**src/hdl/hfau_pkg.sv**
```systemverilog
// ----------------------------------------------------------------------------
// hfau_pkg
// Shared types, constants and helper functions of the binary16 arithmetic
// unit: operation codes, rounding modes, controller states and the command
// and status bundles between controller and datapath.
// ----------------------------------------------------------------------------
package hfau_pkg;

   localparam int SIG_W     = 26;   // widest intermediate significand (sum)
   localparam int EXP_W     = 8;    // signed intermediate exponent
   localparam int DIV_STEPS = 14;   // quotient bits of the divider
   localparam int CNT_W     = 4;

   localparam logic [4:0]  EXP_ONES   = 5'd31;
   localparam logic [15:0] MAX_FINITE = 16'h7BFF;
   localparam logic [15:0] INF_BITS   = 16'h7C00;
   localparam logic [15:0] QNAN_BITS  = 16'h7C01;
   localparam logic [15:0] SIGN_BIT   = 16'h8000;

   typedef enum logic [1:0] {
      OP_ADD = 2'd0,
      OP_SUB = 2'd1,
      OP_MUL = 2'd2,
      OP_DIV = 2'd3
   } op_type;

   typedef enum logic [1:0] {
      RM_ZERO    = 2'd0,
      RM_NEAREST = 2'd1,
      RM_UP      = 2'd2,
      RM_DOWN    = 2'd3
   } mode_type;

   typedef enum logic [4:0] {
      ST_IDLE  = 5'b00001,
      ST_SETUP = 5'b00010,
      ST_DIV   = 5'b00100,
      ST_NORM  = 5'b01000,
      ST_ROUND = 5'b10000
   } state_type;

   typedef struct packed {
      logic load_in;
      logic setup;
      logic div_step;
      logic norm;
      logic load_out;
   } cmd_type;

   typedef struct packed {
      logic div_needed;
   } status_type;

   // Significand of a finite operand, hidden bit included for normals.
   function automatic logic [10:0] unpack_sig(input logic [15:0] x);
      unpack_sig = (x[14:10] != 5'd0) ? {1'b1, x[9:0]} : {1'b0, x[9:0]};
   endfunction

   // Exponent of the significand's lowest bit.
   function automatic logic signed [EXP_W-1:0] unpack_exp(input logic [15:0] x);
      logic [4:0] ef;
      ef = (x[14:10] != 5'd0) ? x[14:10] : 5'd1;
      unpack_exp = $signed({3'b000, ef}) - 8'sd25;
   endfunction

   // Shift that brings the leading one of a nonzero value to bit 10.
   function automatic logic [3:0] lzc11(input logic [10:0] v);
      logic [3:0] n;
      n = 4'd0;
      for (int i = 0; i < 11; i++) begin
         if (v[i]) begin
            n = 4'(10 - i);
         end
      end
      lzc11 = n;
   endfunction

   // Position of the leading one.
   function automatic logic [4:0] lead_pos(input logic [SIG_W-1:0] v);
      logic [4:0] p;
      p = 5'd0;
      for (int i = 0; i < SIG_W; i++) begin
         if (v[i]) begin
            p = 5'(i);
         end
      end
      lead_pos = p;
   endfunction

endpackage

```
**src/hdl/half_float_arith_unit.sv**
```systemverilog
// ----------------------------------------------------------------------------
// half_float_arith_unit
// Binary16 add, subtract, multiply and divide with configurable rounding.
// ----------------------------------------------------------------------------
// Usage:
//   The request channel carries one word per operation: the operands in
//   req_tdata and the operation code in req_tuser. The response channel
//   returns the rounded binary16 result in rsp_tdata, one word per request,
//   in order. The rounding mode is written through csr_wr_en/csr_wr_data
//   while the unit is idle; reset selects round to nearest even.
//   Timing: a request is taken in the idle state, then the setup,
//   normalization and rounding states follow for add, subtract and
//   multiply. Divide adds the restoring divider between setup and
//   normalization, 14 quotient bits at one quotient bit per cycle.
//   The result is valid the cycle after the rounding state loads it.
//   The result register lets the next request enter while a result waits;
//   if the receiver stalls, the unit holds its finished value in the
//   rounding state until the pending word has been taken.
//   Reset is synchronous and empties the unit; no word is presented after it.
// ----------------------------------------------------------------------------
module half_float_arith_unit (
   input  logic        clock,
   input  logic        reset,
   input  logic        csr_wr_en,
   input  logic [1:0]  csr_wr_data,   // rounding_mode
   input  logic        req_tvalid,
   output logic        req_tready,
   input  logic [31:0] req_tdata,     // [15:0] operand_a, [31:16] operand_b
   input  logic [1:0]  req_tuser,     // [1:0] op
   output logic        rsp_tvalid,
   input  logic        rsp_tready,
   output logic [15:0] rsp_tdata      // [15:0] result_value
);

   hfau_pkg::cmd_type    cmd;
   hfau_pkg::status_type status;

   hfau_ctrl u_ctrl (
      .clock      (clock),
      .reset      (reset),
      .req_tvalid (req_tvalid),
      .req_tready (req_tready),
      .rsp_tvalid (rsp_tvalid),
      .rsp_tready (rsp_tready),
      .status     (status),
      .cmd        (cmd)
   );

   hfau_datapath u_datapath (
      .clock       (clock),
      .reset       (reset),
      .csr_wr_en   (csr_wr_en),
      .csr_wr_data (csr_wr_data),
      .req_op      (req_tuser),
      .req_a       (req_tdata[15:0]),
      .req_b       (req_tdata[31:16]),
      .cmd         (cmd),
      .status      (status),
      .result      (rsp_tdata)
   );

endmodule

```
**src/hdl/hfau_ctrl.sv**
```systemverilog
// ----------------------------------------------------------------------------
// hfau_ctrl
// Sequencer of the arithmetic unit: accepts a word, steps the datapath
// through setup, division, normalization and rounding, and owns the result
// valid flag.
// ----------------------------------------------------------------------------
module hfau_ctrl (
   input  logic                clock,
   input  logic                reset,
   input  logic                req_tvalid,
   output logic                req_tready,
   output logic                rsp_tvalid,
   input  logic                rsp_tready,
   input  hfau_pkg::status_type status,
   output hfau_pkg::cmd_type    cmd
);

   hfau_pkg::state_type state_ff, state_in;
   logic [hfau_pkg::CNT_W-1:0] cnt_ff, cnt_in;
   logic rsp_valid_ff, rsp_valid_in;
   logic out_free;

   assign out_free   = !rsp_valid_ff || rsp_tready;
   assign req_tready = (state_ff == hfau_pkg::ST_IDLE);
   assign rsp_tvalid = rsp_valid_ff;

   always_comb begin
      state_in     = state_ff;
      cnt_in       = cnt_ff;
      cmd          = '0;
      rsp_valid_in = rsp_valid_ff && !rsp_tready;
      case (state_ff)
         hfau_pkg::ST_IDLE: begin
            if (req_tvalid) begin
               cmd.load_in = 1'b1;
               state_in    = hfau_pkg::ST_SETUP;
            end
         end
         hfau_pkg::ST_SETUP: begin
            cmd.setup = 1'b1;
            cnt_in    = '0;
            state_in  = status.div_needed ? hfau_pkg::ST_DIV : hfau_pkg::ST_NORM;
         end
         hfau_pkg::ST_DIV: begin
            cmd.div_step = 1'b1;
            cnt_in       = cnt_ff + 1'b1;
            if (cnt_ff == hfau_pkg::CNT_W'(hfau_pkg::DIV_STEPS - 1)) begin
               state_in = hfau_pkg::ST_NORM;
            end
         end
         hfau_pkg::ST_NORM: begin
            cmd.norm = 1'b1;
            state_in = hfau_pkg::ST_ROUND;
         end
         hfau_pkg::ST_ROUND: begin
            // The result register is only overwritten once the previous
            // word has been taken.
            if (out_free) begin
               cmd.load_out = 1'b1;
               rsp_valid_in = 1'b1;
               state_in     = hfau_pkg::ST_IDLE;
            end
         end
         default: begin
            state_in = hfau_pkg::ST_IDLE;
         end
      endcase
   end

   always_ff @(posedge clock) begin
      if (reset) begin
         state_ff     <= hfau_pkg::ST_IDLE;
         cnt_ff       <= '0;
         rsp_valid_ff <= 1'b0;
      end else begin
         state_ff     <= state_in;
         cnt_ff       <= cnt_in;
         rsp_valid_ff <= rsp_valid_in;
      end
   end

endmodule

```
**src/hdl/hfau_datapath.sv**
```systemverilog
// ----------------------------------------------------------------------------
// hfau_datapath
// Operand registers, special-case decode, aligned add, multiplier,
// restoring divider, leading-one detect and the rounding and packing stage.
// ----------------------------------------------------------------------------
module hfau_datapath (
   input  logic                clock,
   input  logic                reset,
   input  logic                csr_wr_en,
   input  logic [1:0]          csr_wr_data,
   input  logic [1:0]          req_op,
   input  logic [15:0]         req_a,
   input  logic [15:0]         req_b,
   input  hfau_pkg::cmd_type    cmd,
   output hfau_pkg::status_type status,
   output logic [15:0]         result
);

   localparam int SW = hfau_pkg::SIG_W;
   localparam int EW = hfau_pkg::EXP_W;

   logic [1:0]           mode_ff;
   logic [1:0]           op_ff;
   logic [15:0]          a_ff, b_ff;
   logic                 special_ff, special_in;
   logic [15:0]          spec_val_ff, spec_val_in;
   logic                 neg_ff, neg_in;
   logic [SW-1:0]        sig_ff, sig_in;
   logic signed [EW-1:0] exp_ff, exp_in;
   logic                 sticky_ff;
   logic [11:0]          rem_ff, rem_in;
   logic [10:0]          divisor_ff, divisor_in;
   logic [4:0]           p_ff;
   logic [15:0]          result_ff, result_in;

   always_ff @(posedge clock) begin
      if (reset) begin
         mode_ff <= hfau_pkg::RM_NEAREST;
      end else if (csr_wr_en) begin
         mode_ff <= csr_wr_data;
      end
   end

   // ---------------- operand decode ----------------
   logic [15:0] b_eff;
   logic a_nan, b_nan, a_inf, b_inf, a_zero, b_zero, sa, sb, sx;
   logic [15:0] nan_gen, inf_x, zero_x, signed_zero_add;

   assign b_eff  = (op_ff == hfau_pkg::OP_SUB) ? (b_ff ^ hfau_pkg::SIGN_BIT) : b_ff;
   assign a_nan  = (a_ff[14:10] == hfau_pkg::EXP_ONES) && (a_ff[9:0] != 10'd0);
   assign b_nan  = (b_ff[14:10] == hfau_pkg::EXP_ONES) && (b_ff[9:0] != 10'd0);
   assign a_inf  = (a_ff[14:10] == hfau_pkg::EXP_ONES) && (a_ff[9:0] == 10'd0);
   assign b_inf  = (b_ff[14:10] == hfau_pkg::EXP_ONES) && (b_ff[9:0] == 10'd0);
   assign a_zero = (a_ff[14:0] == 15'd0);
   assign b_zero = (b_ff[14:0] == 15'd0);
   assign sa     = a_ff[15];
   assign sb     = b_eff[15];
   assign sx     = sa ^ sb;
   assign nan_gen = {sa, 15'd0} | hfau_pkg::QNAN_BITS;
   assign inf_x   = {sx, 15'd0} | hfau_pkg::INF_BITS;
   assign zero_x  = {sx, 15'd0};
   assign signed_zero_add = (mode_ff == hfau_pkg::RM_DOWN) ? hfau_pkg::SIGN_BIT : 16'h0000;

   always_comb begin
      special_in  = 1'b1;
      spec_val_in = 16'h0000;
      if (a_nan) begin
         spec_val_in = a_ff;
      end else if (b_nan) begin
         spec_val_in = b_ff;
      end else begin
         case (op_ff)
            hfau_pkg::OP_ADD, hfau_pkg::OP_SUB: begin
               if (a_inf && b_inf && (sa != sb)) begin
                  spec_val_in = nan_gen;
               end else if (a_inf) begin
                  spec_val_in = a_ff;
               end else if (b_inf) begin
                  spec_val_in = b_eff;
               end else if (a_zero && b_zero) begin
                  spec_val_in = (sa == sb) ? {sa, 15'd0} : signed_zero_add;
               end else if (a_zero) begin
                  spec_val_in = b_eff;
               end else if (b_zero) begin
                  spec_val_in = a_ff;
               end else if ((a_ff[14:0] == b_eff[14:0]) && (sa != sb)) begin
                  spec_val_in = signed_zero_add;
               end else begin
                  special_in = 1'b0;
               end
            end
            hfau_pkg::OP_MUL: begin
               if ((a_inf && b_zero) || (a_zero && b_inf)) begin
                  spec_val_in = nan_gen;
               end else if (a_inf || b_inf) begin
                  spec_val_in = inf_x;
               end else if (a_zero || b_zero) begin
                  spec_val_in = zero_x;
               end else begin
                  special_in = 1'b0;
               end
            end
            default: begin
               if ((a_inf && b_inf) || (a_zero && b_zero)) begin
                  spec_val_in = nan_gen;
               end else if (a_inf || b_zero) begin
                  spec_val_in = inf_x;
               end else if (a_zero || b_inf) begin
                  spec_val_in = zero_x;
               end else begin
                  special_in = 1'b0;
               end
            end
         endcase
      end
   end

   assign status.div_needed = (op_ff == hfau_pkg::OP_DIV) && !special_in;

   // ---------------- add / subtract alignment ----------------
   logic [10:0] ma, mb, mbig, msml;
   logic signed [EW-1:0] ea, eb, ebig, esml, ediff;
   logic a_ge;
   logic [15:0] big;
   logic [49:0] shifted;
   logic [24:0] xbig, yf;
   logic ystk;
   logic [25:0] add_res;

   assign ma   = hfau_pkg::unpack_sig(a_ff);
   assign mb   = hfau_pkg::unpack_sig(b_eff);
   assign ea   = hfau_pkg::unpack_exp(a_ff);
   assign eb   = hfau_pkg::unpack_exp(b_eff);
   assign a_ge = (a_ff[14:0] >= b_eff[14:0]);
   assign big  = a_ge ? a_ff : b_eff;
   assign mbig = a_ge ? ma : mb;
   assign msml = a_ge ? mb : ma;
   assign ebig = a_ge ? ea : eb;
   assign esml = a_ge ? eb : ea;
   assign ediff   = ebig - esml;
   assign shifted = {msml, 39'd0} >> ediff[4:0];
   assign yf      = shifted[49:25];
   assign ystk    = (shifted[24:0] != 25'd0);
   assign xbig    = {mbig, 14'd0};

   // The truncated subtrahend bits are folded in as a floor, so the sticky
   // flag always stands for a positive remainder.
   always_comb begin
      if (sa == sb) begin
         add_res = {1'b0, xbig} + {1'b0, yf};
      end else begin
         add_res = {1'b0, xbig} - {1'b0, yf} - {25'd0, ystk};
      end
   end

   // ---------------- multiply and divide setup ----------------
   logic [21:0] prod;
   logic [3:0]  lz_a, lz_b;
   logic [10:0] man, mbn;
   logic signed [EW-1:0] ediv;

   assign prod = {11'd0, ma} * {11'd0, mb};
   assign lz_a = hfau_pkg::lzc11(ma);
   assign lz_b = hfau_pkg::lzc11(mb);
   assign man  = ma << lz_a;
   assign mbn  = mb << lz_b;
   assign ediv = (ea - $signed({4'd0, lz_a})) - (eb - $signed({4'd0, lz_b})) - 8'sd13;

   // ---------------- divider step ----------------
   logic        q_ge;
   logic [11:0] q_diff;

   assign q_ge   = (rem_ff >= {1'b0, divisor_ff});
   assign q_diff = q_ge ? (rem_ff - {1'b0, divisor_ff}) : rem_ff;

   always_comb begin
      sig_in     = sig_ff;
      exp_in     = exp_ff;
      neg_in     = neg_ff;
      rem_in     = rem_ff;
      divisor_in = divisor_ff;
      if (cmd.setup) begin
         rem_in     = 12'd0;
         divisor_in = mbn;
         case (op_ff)
            hfau_pkg::OP_ADD, hfau_pkg::OP_SUB: begin
               sig_in = add_res;
               exp_in = ebig - 8'sd14;
               neg_in = big[15];
            end
            hfau_pkg::OP_MUL: begin
               sig_in = {4'd0, prod};
               exp_in = ea + eb;
               neg_in = sx;
            end
            default: begin
               sig_in = '0;
               exp_in = ediv;
               neg_in = sx;
               rem_in = {1'b0, man};
            end
         endcase
      end else if (cmd.div_step) begin
         sig_in = {sig_ff[SW-2:0], q_ge};
         rem_in = {q_diff[10:0], 1'b0};
      end
   end

   always_ff @(posedge clock) begin
      if (cmd.load_in) begin
         op_ff <= req_op;
         a_ff  <= req_a;
         b_ff  <= req_b;
      end
      if (cmd.setup) begin
         special_ff  <= special_in;
         spec_val_ff <= spec_val_in;
         sticky_ff   <= (op_ff == hfau_pkg::OP_ADD || op_ff == hfau_pkg::OP_SUB) && ystk;
      end else if (cmd.norm) begin
         sticky_ff <= sticky_ff | (rem_ff != 12'd0);
      end
      if (cmd.norm) begin
         p_ff <= hfau_pkg::lead_pos(sig_ff);
      end
      sig_ff     <= sig_in;
      exp_ff     <= exp_in;
      neg_ff     <= neg_in;
      rem_ff     <= rem_in;
      divisor_ff <= divisor_in;
      if (cmd.load_out) begin
         result_ff <= result_in;
      end
   end

   // ---------------- rounding and packing ----------------
   logic signed [EW-1:0] q_raw, q, shift, q_fin, nshift;
   logic [31:0] sig32, low_mask;
   logic [4:0]  shamt;
   logic [10:0] kept;
   logic [11:0] kept_inc;
   logic [10:0] kept_fin;
   logic guard, low, inexact, inc;
   logic [15:0] sbit, rounded;

   assign sbit  = {neg_ff, 15'd0};
   assign q_raw = exp_ff + $signed({3'd0, p_ff}) - 8'sd10;
   assign q     = (q_raw < -8'sd24) ? -8'sd24 : q_raw;
   assign shift = q - exp_ff;
   assign nshift = -shift;
   assign sig32 = {{(32-SW){1'b0}}, sig_ff};
   assign shamt = shift[4:0];
   assign low_mask = (32'd1 << (shamt - 5'd1)) - 32'd1;

   always_comb begin
      if (shift <= 8'sd0) begin
         kept  = 11'(sig32 << nshift[3:0]);
         guard = 1'b0;
         low   = 1'b0;
      end else begin
         kept  = 11'(sig32 >> shamt);
         guard = sig32[shamt - 5'd1];
         low   = ((sig32 & low_mask) != 32'd0);
      end
      inexact = guard || low || sticky_ff;
      case (mode_ff)
         hfau_pkg::RM_NEAREST: inc = guard && (low || sticky_ff || kept[0]);
         hfau_pkg::RM_UP:      inc = !neg_ff && inexact;
         hfau_pkg::RM_DOWN:    inc = neg_ff && inexact;
         default:              inc = 1'b0;
      endcase
      kept_inc = {1'b0, kept} + {11'd0, inc};
      if (kept_inc[11]) begin
         kept_fin = 11'd1024;
         q_fin    = q + 8'sd1;
      end else begin
         kept_fin = kept_inc[10:0];
         q_fin    = q;
      end
      if (sig_ff == '0) begin
         rounded = sbit;
      end else if (!kept_fin[10]) begin
         rounded = sbit | {6'd0, kept_fin[9:0]};
      end else if (q_fin >= 8'sd6) begin
         if (mode_ff == hfau_pkg::RM_NEAREST || (mode_ff == hfau_pkg::RM_UP && !neg_ff) ||
             (mode_ff == hfau_pkg::RM_DOWN && neg_ff)) begin
            rounded = sbit | hfau_pkg::INF_BITS;
         end else begin
            rounded = sbit | hfau_pkg::MAX_FINITE;
         end
      end else begin
         rounded = {neg_ff, 5'(q_fin + 8'sd25), kept_fin[9:0]};
      end
      result_in = special_ff ? spec_val_ff : rounded;
   end

   assign result = result_ff;

endmodule

```
**config.mk**
```make
export PLATFORM = sky130hd
export DESIGN_NAME = half_float_arith_unit
export DESIGN_NICKNAME = d
export VERILOG_FILES = /design/src/hdl/hfau_pkg.sv /design/src/hdl/half_float_arith_unit.sv /design/src/hdl/hfau_ctrl.sv /design/src/hdl/hfau_datapath.sv
export SDC_FILE = /design/constraint.sdc
export NUM_CORES = 1
export LEC_CHECK = 0
export BUFFER_PORTS_ARGS = -buffer_cell sky130_fd_sc_hd__buf_2
export CAP_MARGIN = 25
export CORE_MARGIN = 2
export CORE_UTILIZATION = 60
export CTS_CLUSTER_SIZE = 24
export DETAILED_ROUTE_END_ITERATION = 8
export HOLD_SLACK_MARGIN = 0.03
export PLACE_DENSITY = 0.85
export SLEW_MARGIN = 0
export SYNTH_ARGS = -nofsm -noshare
export SYNTH_HDL_FRONTEND = slang
export SYNTH_HIERARCHICAL = 1
export SYNTH_SLANG_ARGS = --single-unit
```
**constraint.sdc**
```tcl
create_clock -name clock -period 23.9 [get_ports clock]
set_input_delay 3.585 -clock clock [delete_from_list [all_inputs] [get_ports clock]]
set_output_delay 3.585 -clock clock [all_outputs]
set_load 0.02 [all_outputs]
```
==> out/results.tsv, run 1 <==
stage	metric	value	unit
status	run status	finished, final reports clean	
clocking	clock slew at the register clock pins of the worst setup and hold paths	0.07	ns
routing	ANT nets after route	0	
layout	most frequent standard cell in the layout excluding fill and tap cells	inv_1	
yosys	Distinct cells, synth	105	
timing	setup tns final	0	ns
timing	worst slew slack as a fraction of its limit	21.3	%
yosys	gate count of the mapped netlist	2473	
floorplan	die outline area	0.0362	mm²
floorplan	number of placement rows	68	
clocking	root buffer selected by CTS	clkbuf_16	
critical_path	family with the most delay on the worst path	compound AO/OA/AOI/OAI gates	
flow_run	max capacitance violation total	0	
timing	largest clock skew in the final design	0.0126	ns
timing	share of the clock period used by the worst path after layout	49.4	%
global_route	initial antenna violation count	1	
yosys	synthesized netlist net count	2809	
layout	share of final-layout standard cells stronger than drive strength 1	8.95	%
placement	RD Place Congestion	0.995	
critical_path	endpoint kind of the worst setup timing path	register	
timing	Max Clock Freq	84.6	MHz
yosys	FF+latch count, synth	143	
routing	first-pass iteration count of the detailed router	5	
clocking	postcts setup bufs	0	
clocking	CTS tree	done	
layout	total area of multi-input combinational cells	0.0150	mm²
global_route	vias in the first global route	18500	
power_and_ir_drop	worst IR drop on VDD	0.000117	V
floorplan	height of the die	190	µm
routing	First DRT Iteration DRCs	2341	
layout	most frequent cells in the layout	inv_1, nand2_1, nor2_1	
yosys	dominant register cell in the synthesized netlist	edfxtp_1	
yosys	library cell occupying the most area in the post-synthesis netlist	edfxtp_1	
clocking	clock net sink count	143	
yosys	warning count from the yosys run	6	
yosys	area share of the leading cell type in the synthesized netlist	18.9	%
critical_path	sort of element at the start of the critical path	register	
clocking	count of cells resized by post-cts repair	0	
worst_hold_path	worst hold path type	register to register	
global_route	global-route wire length before repair	100000	µm
global_route	Total Routing Usage GR	35.2	%
timing	number of pins with negative max-slew slack in the final report	0	
critical_path	arrival time of the worst setup path	12.08	ns
timing	setup-violating endpoint count in the final report	0	
yosys	register area share after synthesis	20.0	%
yosys	Post-synth EDFFs	131	
placement	total cell area at the placement stage	0.0213	mm²
global_route	pin count of the biggest net entering global routing	44	
layout	Area growth syn-to-layout	5.47	%
critical_path	worst stage delay on the critical path	1.02	ns
global_route	leftover overflow at the end of global routing	0	
layout	total non-filler cell area in the finished layout	0.0220	mm²
yosys	cell area after synthesis	0.0208	mm²
timing	Worst Max-Slew Pin Slew	1.18	ns
yosys	Avg Inst Size Synth	8.42	µm²
timing	unrepaired setup endpoints after global routing	false	
floorplan	starting density of the core	60.6	%
critical_path	Top cell by count, worst path	ha_1	
floorplan	IO Count	59	
floorplan	Die Width	190	µm
critical_path	Critical-path top delay cell	a221oi_1	
routing	routed via count	19400	
floorplan	area of the core	0.0344	mm²
power_and_ir_drop	leakage power total	9.67	nW
critical_path	Buf/Inv on CP	5	
timing	count of endpoints failing hold in the final timing report	0	
clocking	number of CTS-inserted buffers	17	
layout	net count of the finished layout	2782	
clocking	cts-stage hold buffer count	0	
critical_path	Critical Setup Path Class	register to register	
clocking	Clk Latency, worst-skew pair	0.43	ns
routing	number of design rule violations left after detail routing	0	
placement	HPWL reported at the end of detailed placement	48600	µm
power_and_ir_drop	ratio of total power to cell area	113	mW/mm²
placement	I/O Buffers	58	
critical_path	Critical Path Fanout Max	24	
routing	routed wire length	64200	µm
layout	FF/Latch Area	0.00417	mm²
critical_path	Req. time, crit path	24.16	ns
routing	average detailed-routed wire length per instance	22.0	µm
clocking	clock buffer depth	2	
yosys	cells taking the most area after synthesis	edfxtp_1, ha_1, fa_1	
timing	shortest period the worst path allows	11.81	ns
yosys	post-synthesis async set-or-reset flop share	0	%
layout	fillcell total	2855	
routing	Via-to-Cell Ratio	6.65	
clocking	number of levels the H-tree was split into	4	
[path summary, 6_finish.rpt]
check | from | end | slack, ns | cells past startpoint
worst max-delay path | u_datapath/exp_ff[1] | u_datapath/result[9] | 12.09 | 42
worst min-delay path | u_ctrl/rsp_tvalid | u_ctrl/rsp_tvalid | 0.52 | 2
worst max register to register | u_datapath/exp_ff[1] | u_datapath/result[9] | 12.09 | 42
worst min register to register | u_ctrl/rsp_tvalid | u_ctrl/rsp_tvalid | 0.52 | 2
[metal layers]
layer  GRT usage [%]  vias up  wire length, µm
met3            5.54      245             5830
li1                -     8762                -
met1            46.6     9198            25800
met5               0        -               16
met4            16.3        2             3450
met2            56.9     1178            29100
[cell usage after synthesis, types with 22 or more instances]
library cell and number:
nand2b_1 25, xor2_1 38, and2_1 35, nand2_1 235, o21ai_0 99, fa_1 93
edfxtp_1 131, nand3_1 42, mux4_2 35, a21o_1 40, nor3_1 65, a211oi_1 30
nor2b_1 23, xnor2_1 66, ha_1 202, o211ai_1 22, clkbuf_1 102, mux2i_1 91
nor2_1 230, inv_1 267, a21oi_1 170, o21bai_1 23
[report_power, final]
| part | total (mW) | switching, mW | internal [mW] |
|---|---|---|---|
| combinational | 1.89 | 1.14 | 0.751 |
| clock | 0.278 | 0.127 | 0.152 |
| sequential | 0.315 | 0.0266 | 0.288 |
[kinds of logic after synthesis]
logic type	synth area share (%)
multiplexers	9.33
AND/OR/NAND/NOR	17.3
XOR/XNOR	4.99
AO/OA/AOI/OAI	19.4
buffers and inverters	7.85
flip-flops	20.0
adder cells (fa/ha/maj)	21.1
[worst min-delay path: stages, from the launching register on]
cell and delay, ns:
dfxtp_1 0.33, nand2_1 0.07, a21oi_1 0.06
[metrics by stage]
step | instances | hold slack, ns | utilization, % | total power, mW | setup WS [ns]
3_3_place_gp | 2877 | 0.472 | 62.0 | 2.10 | 12.49
6_report | 2915 | 0.515 | 63.9 | 2.48 | 12.09
5_1_grt | 2914 | 0.538 | 63.9 | 2.66 | 11.14
3_5_place_dp | 2877 | 0.491 | 62.0 | 2.14 | 12.28
2_1_floorplan | 2473 | 0.459 | - | 1.73 | 14.07
4_1_cts | 2909 | 0.502 | 63.8 | 2.43 | 12.23
[final cells by class]
cell class                 instances  share of cell area (%)
multi-input combinational       1919                    68.5
tap                              455                    2.59
inverter                         275                    4.70
antenna                            1                  0.0114
sequential                       143                    19.0
clock buffer                      17                    1.94
timing repair buffer              90                    2.41
clock inverter                    15                   0.888
[registers in the layout, indices dropped and copies added, names as in the netlist]
signal and cells:
u_datapath/neg_ff 1, u_datapath/exp_ff 8, u_ctrl/cnt_ff 4, u_datapath/special_ff 1, u_ctrl/rsp_tvalid 1, u_datapath/divisor_ff 11, u_datapath/result 16, u_datapath/sticky_ff 1
u_datapath/spec_val_ff 16, u_ctrl/state_ff 5, u_datapath/op_ff 2, u_datapath/rem_ff 12, u_datapath/p_ff 5, u_datapath/b_ff 16, u_datapath/mode_ff 2, u_datapath/sig_ff 26
u_datapath/a_ff 16
No activity file was read; power rests on OpenSTA's default activity.
==> run 2, diff against run 1 <==
--- a/config.mk
+++ b/config.mk
@@ -5,6 +5,7 @@
 export SDC_FILE = /design/constraint.sdc
 export NUM_CORES = 1
 export LEC_CHECK = 0
+export ABC_AREA = 1
 export BUFFER_PORTS_ARGS = -buffer_cell sky130_fd_sc_hd__buf_2
 export CAP_MARGIN = 25
 export CORE_MARGIN = 2
==> constraint.sdc (replaced) <==
create_clock -name clock -period 12.2 [get_ports clock]
set_input_delay 1.83 -clock clock [delete_from_list [all_inputs] [get_ports clock]]
set_output_delay 1.83 -clock clock [all_outputs]
set_load 0.02 [all_outputs]
==> out/results.tsv, run 2 <==
stage	metric	value	unit	change
layout	largest register by flop count	u_datapath/sig_ff		unchanged
timing	setup tns final	0	ns	unchanged
worst_hold_path	critical hold path startpoint	u_ctrl/cnt_ff[0]		was u_ctrl/rsp_tvalid
power_and_ir_drop	Power Internal	2.06	mW	was 1.19 mW
worst_hold_path	worst hold path type	register to register		unchanged
clocking	CTS tree	done		unchanged
timing	number of pins with negative max-slew slack in the final report	0		unchanged
placement	RD Place Congestion	1.05		was 0.995
global_route	pin count of the biggest net entering global routing	62		was 44
yosys	FF+latch count, synth	143		unchanged
yosys	dominant register cell in the synthesized netlist	edfxtp_1		unchanged
routing	First DRT Iteration DRCs	2531		was 2341
layout	total area of multi-input combinational cells	0.0147	mm²	was 0.0150 mm²
clocking	count of cells resized by post-cts repair	0		unchanged
power_and_ir_drop	share of power burned in the clock network	12.1	%	was 11.2%
power_and_ir_drop	net switching power	2.55	mW	was 1.29 mW
layout	net count of the finished layout	3534		was 2782
floorplan	die outline area	0.0371	mm²	was 0.0362 mm²
timing	Max Clock Freq	99.5	MHz	was 84.6 MHz
floorplan	Die Width	193	µm	was 190 µm
critical_path	register-to-register setup slack	2.15	ns	was 12.09 ns
power_and_ir_drop	worst IR drop on VDD	0.000162	V	was 0.000117 V
routing	routed via count	22200		was 19400
routing	first-pass iteration count of the detailed router	8		was 5
placement	I/O Buffers	58		unchanged
critical_path	reg-to-reg startpoint	u_datapath/exp_ff[1]		unchanged
power_and_ir_drop	combinational share of power	75.1	%	was 76.1%
clocking	clock net sink count	143		unchanged
clocking	number of CTS-inserted buffers	17		unchanged
global_route	leftover overflow at the end of global routing	0		unchanged
critical_path	Critical Path Fanout Max	24		unchanged
critical_path	arrival time of the worst setup path	10.26	ns	was 12.08 ns
yosys	area share of the leading cell type in the synthesized netlist	18.4	%	was 18.9%
clocking	Clk Latency, worst-skew pair	0.46	ns	was 0.43 ns
layout	Diodes inserted	0		was 1
layout	fillcell total	3196		was 2855
layout	most frequent cells in the layout	nand2_1, inv_1, nand3_1		was inv_1, nand2_1, nor2_1
timing	shortest period the worst path allows	10.05	ns	was 11.81 ns
global_route	Total Routing Usage GR	38.3	%	was 35.2%
yosys	register area share after synthesis	19.6	%	was 20.0%
critical_path	RR Endpoint	u_datapath/result[9]		unchanged
global_route	global-route wire length before repair	110000	µm	was 100000 µm
floorplan	starting density of the core	60.4	%	was 60.6%
timing	share of the clock period used by the worst path after layout	82.4	%	was 49.4%
yosys	Distinct cells, synth	67		was 105
global_route	vias in the first global route	21000		was 18500
yosys	gate count of the mapped netlist	3196		was 2473
placement	HPWL reported at the end of detailed placement	54300	µm	was 48600 µm
timing	largest clock skew in the final design	0.0215	ns	was 0.0126 ns
floorplan	number of placement rows	69		was 68
critical_path	endpoint kind of the worst setup timing path	register		unchanged
routing	number of design rule violations left after detail routing	0		unchanged
clocking	root buffer selected by CTS	clkbuf_16		unchanged
yosys	Avg Inst Size Synth	6.67	µm²	was 8.42 µm²
worst_hold_path	worst min-delay path endpoint	u_ctrl/cnt_ff[0]		was u_ctrl/rsp_tvalid
placement	number of placed instances, taps included	3640		was 2877
power_and_ir_drop	share of total power in sequential cells	12.7	%	about the same
timing	Worst Max-Slew Pin Slew	1.07	ns	was 1.18 ns
layout	FF/Latch Area	0.00417	mm²	unchanged
layout	share of final-layout standard cells stronger than drive strength 1	6.88	%	was 8.95%
yosys	most instantiated library cell after synthesis	nand2_1		was inv_1
clocking	number of levels the H-tree was split into	4		unchanged
layout	total non-filler cell area in the finished layout	0.0225	mm²	was 0.0220 mm²
power_and_ir_drop	ratio of total power to cell area	204	mW/mm²	was 113 mW/mm²
layout	most frequent standard cell in the layout excluding fill and tap cells	nand2_1		was inv_1
clocking	clock slew at the register clock pins of the worst setup and hold paths	0.07	ns	about the same
status	run status	finished, final reports clean		unchanged
yosys	library cell occupying the most area in the post-synthesis netlist	edfxtp_1		unchanged
yosys	warning count from the yosys run	6		unchanged
placement	total cell area at the placement stage	0.0219	mm²	was 0.0213 mm²
clocking	postcts setup bufs	0		unchanged
floorplan	IO Count	59		unchanged
flow_run	max capacitance violation total	0		unchanged
routing	routed wire length	69300	µm	was 64200 µm
layout	final standard cell count with taps included and fillers excluded	3672		was 2915
routing	average detailed-routed wire length per instance	18.9	µm	was 22.0 µm
yosys	most used standard cells in the synthesized netlist	nand2_1, inv_1, nand3_1		was inv_1, nand2_1, nor2_1
timing	unrepaired setup endpoints after global routing	false		unchanged
worst_hold_path	Worst Hold Depth	1		was 2
critical_path	Critical-path top delay cell	nand2_1		was a221oi_1
timing	setup-violating endpoint count in the final report	0		unchanged
yosys	cell area after synthesis	0.0213	mm²	was 0.0208 mm²
routing	Via-to-Cell Ratio	6.05		was 6.65
power_and_ir_drop	leakage power total	11.5	nW	was 9.67 nW
yosys	Post-synth EDFFs	131		unchanged
floorplan	area of the core	0.0353	mm²	was 0.0344 mm²
yosys	post-synthesis async set-or-reset flop share	0	%	unchanged
layout	number of flip-flops under the largest register name	26		unchanged
critical_path	number of cells on the worst reg-to-reg path	56		was 42
critical_path	Critical Setup Path Class	register to register		unchanged
global_route	initial antenna violation count	0		was 1
critical_path	Req. time, crit path	12.41	ns	was 24.16 ns
layout	Area growth syn-to-layout	5.66	%	was 5.47%
clocking	cts-stage hold buffer count	0		unchanged
routing	ANT nets after route	0		unchanged
critical_path	Top cell by count, worst path	nand2_1		was ha_1
critical_path	sort of element at the start of the critical path	register		unchanged
timing	worst slew slack as a fraction of its limit	28.1	%	was 21.3%
floorplan	height of the die	193	µm	was 190 µm
critical_path	worst stage delay on the critical path	0.55	ns	was 1.02 ns
timing	count of endpoints failing hold in the final timing report	0		unchanged
yosys	cells taking the most area after synthesis	edfxtp_1, nand2_1, ha_1		was edfxtp_1, ha_1, fa_1
power_and_ir_drop	switching share of power	55.3	%	was 52.0%
clocking	clock buffer depth	2		unchanged
yosys	synthesized netlist net count	3532		was 2809
[run 2: power by group through the flow]
| stage | registers (mW) | logic, mW | clock network (mW) |
|---|---|---|---|
| 5_1_grt | 0.587 | 3.89 | 0.584 |
| 2_1_floorplan | 0.588 | 2.60 | 0 |
| 4_1_cts | 0.585 | 3.38 | 0.566 |
| 6_report | 0.586 | 3.46 | 0.559 |
| 3_3_place_gp | 0.595 | 3.27 | 0 |
| 3_5_place_dp | 0.595 | 3.35 | 0 |
[run 2: critical path, delay by kind of cell, from the launching register on]
family	cells	cell delay [ns]
adder cells (fa/ha/maj)	8	2.32
flip-flops	1	0.39
XOR/XNOR	1	0.30
buffers and inverters	9	1.08
AND/OR/NAND/NOR	31	4.66
AO/OA/AOI/OAI	7	1.06
[run 2: final cells by class]
class / instances / area share, %
clock inverters: 14 / 0.816
repair buffers: 84 / 2.15
clock buffers: 18 / 2.00
multi-input cells: 2436 / 65.3
well taps: 461 / 2.56
flip-flops and latches: 143 / 18.5
inverters: 516 / 8.64
[run 2: cells by family (layout without fill, tap and decap cells)]
family | after synthesis | count (layout) | share of synthesized area (%)
buf+inv | 617 | 632 | 11.5
xor+xnor | 54 | 54 | 2.22
simple gates | 1578 | 1578 | 32.3
compound gates | 504 | 504 | 13.6
fa+ha+maj | 295 | 295 | 20.6
flops | 143 | 143 | 19.6
mux | 5 | 5 | 0.241
[run 2: per-stage QoR]
step	setup slack, ns	util (%)	total power, mW	hold WS [ns]
after detailed placement	2.30	62.0	3.95	0.513
after global placement	2.59	62.0	3.86	0.506
after CTS	2.26	63.8	4.53	0.534
final	2.15	63.8	4.60	0.538
after global routing	1.21	63.8	5.06	0.555
after floorplan	4.40	-	3.19	0.466
[run 2: how the worst max path moves through the flow]
stage	start	end	slack, ns
6_report	u_datapath/exp_ff[1]	u_datapath/result[9]	2.15
4_1_cts	u_datapath/exp_ff[1]	u_datapath/result[9]	2.26
5_1_grt	u_datapath/exp_ff[1]	u_datapath/result[9]	1.21
2_1_floorplan	u_datapath/exp_ff[1]	u_datapath/result[0]	4.40
3_5_place_dp	u_datapath/exp_ff[1]	u_datapath/result[9]	2.30
3_3_place_gp	u_datapath/exp_ff[1]	u_datapath/result[9]	2.59
[run 2: routing by layer]
layer  vias up  track usage [%]  share of wire [%]
met3       247             6.91                9.9
met5         -                0                  0
li1      10500                -                  -
met1     10200             50.0                 40
met4         0             19.4                5.2
met2      1234             60.9                 45
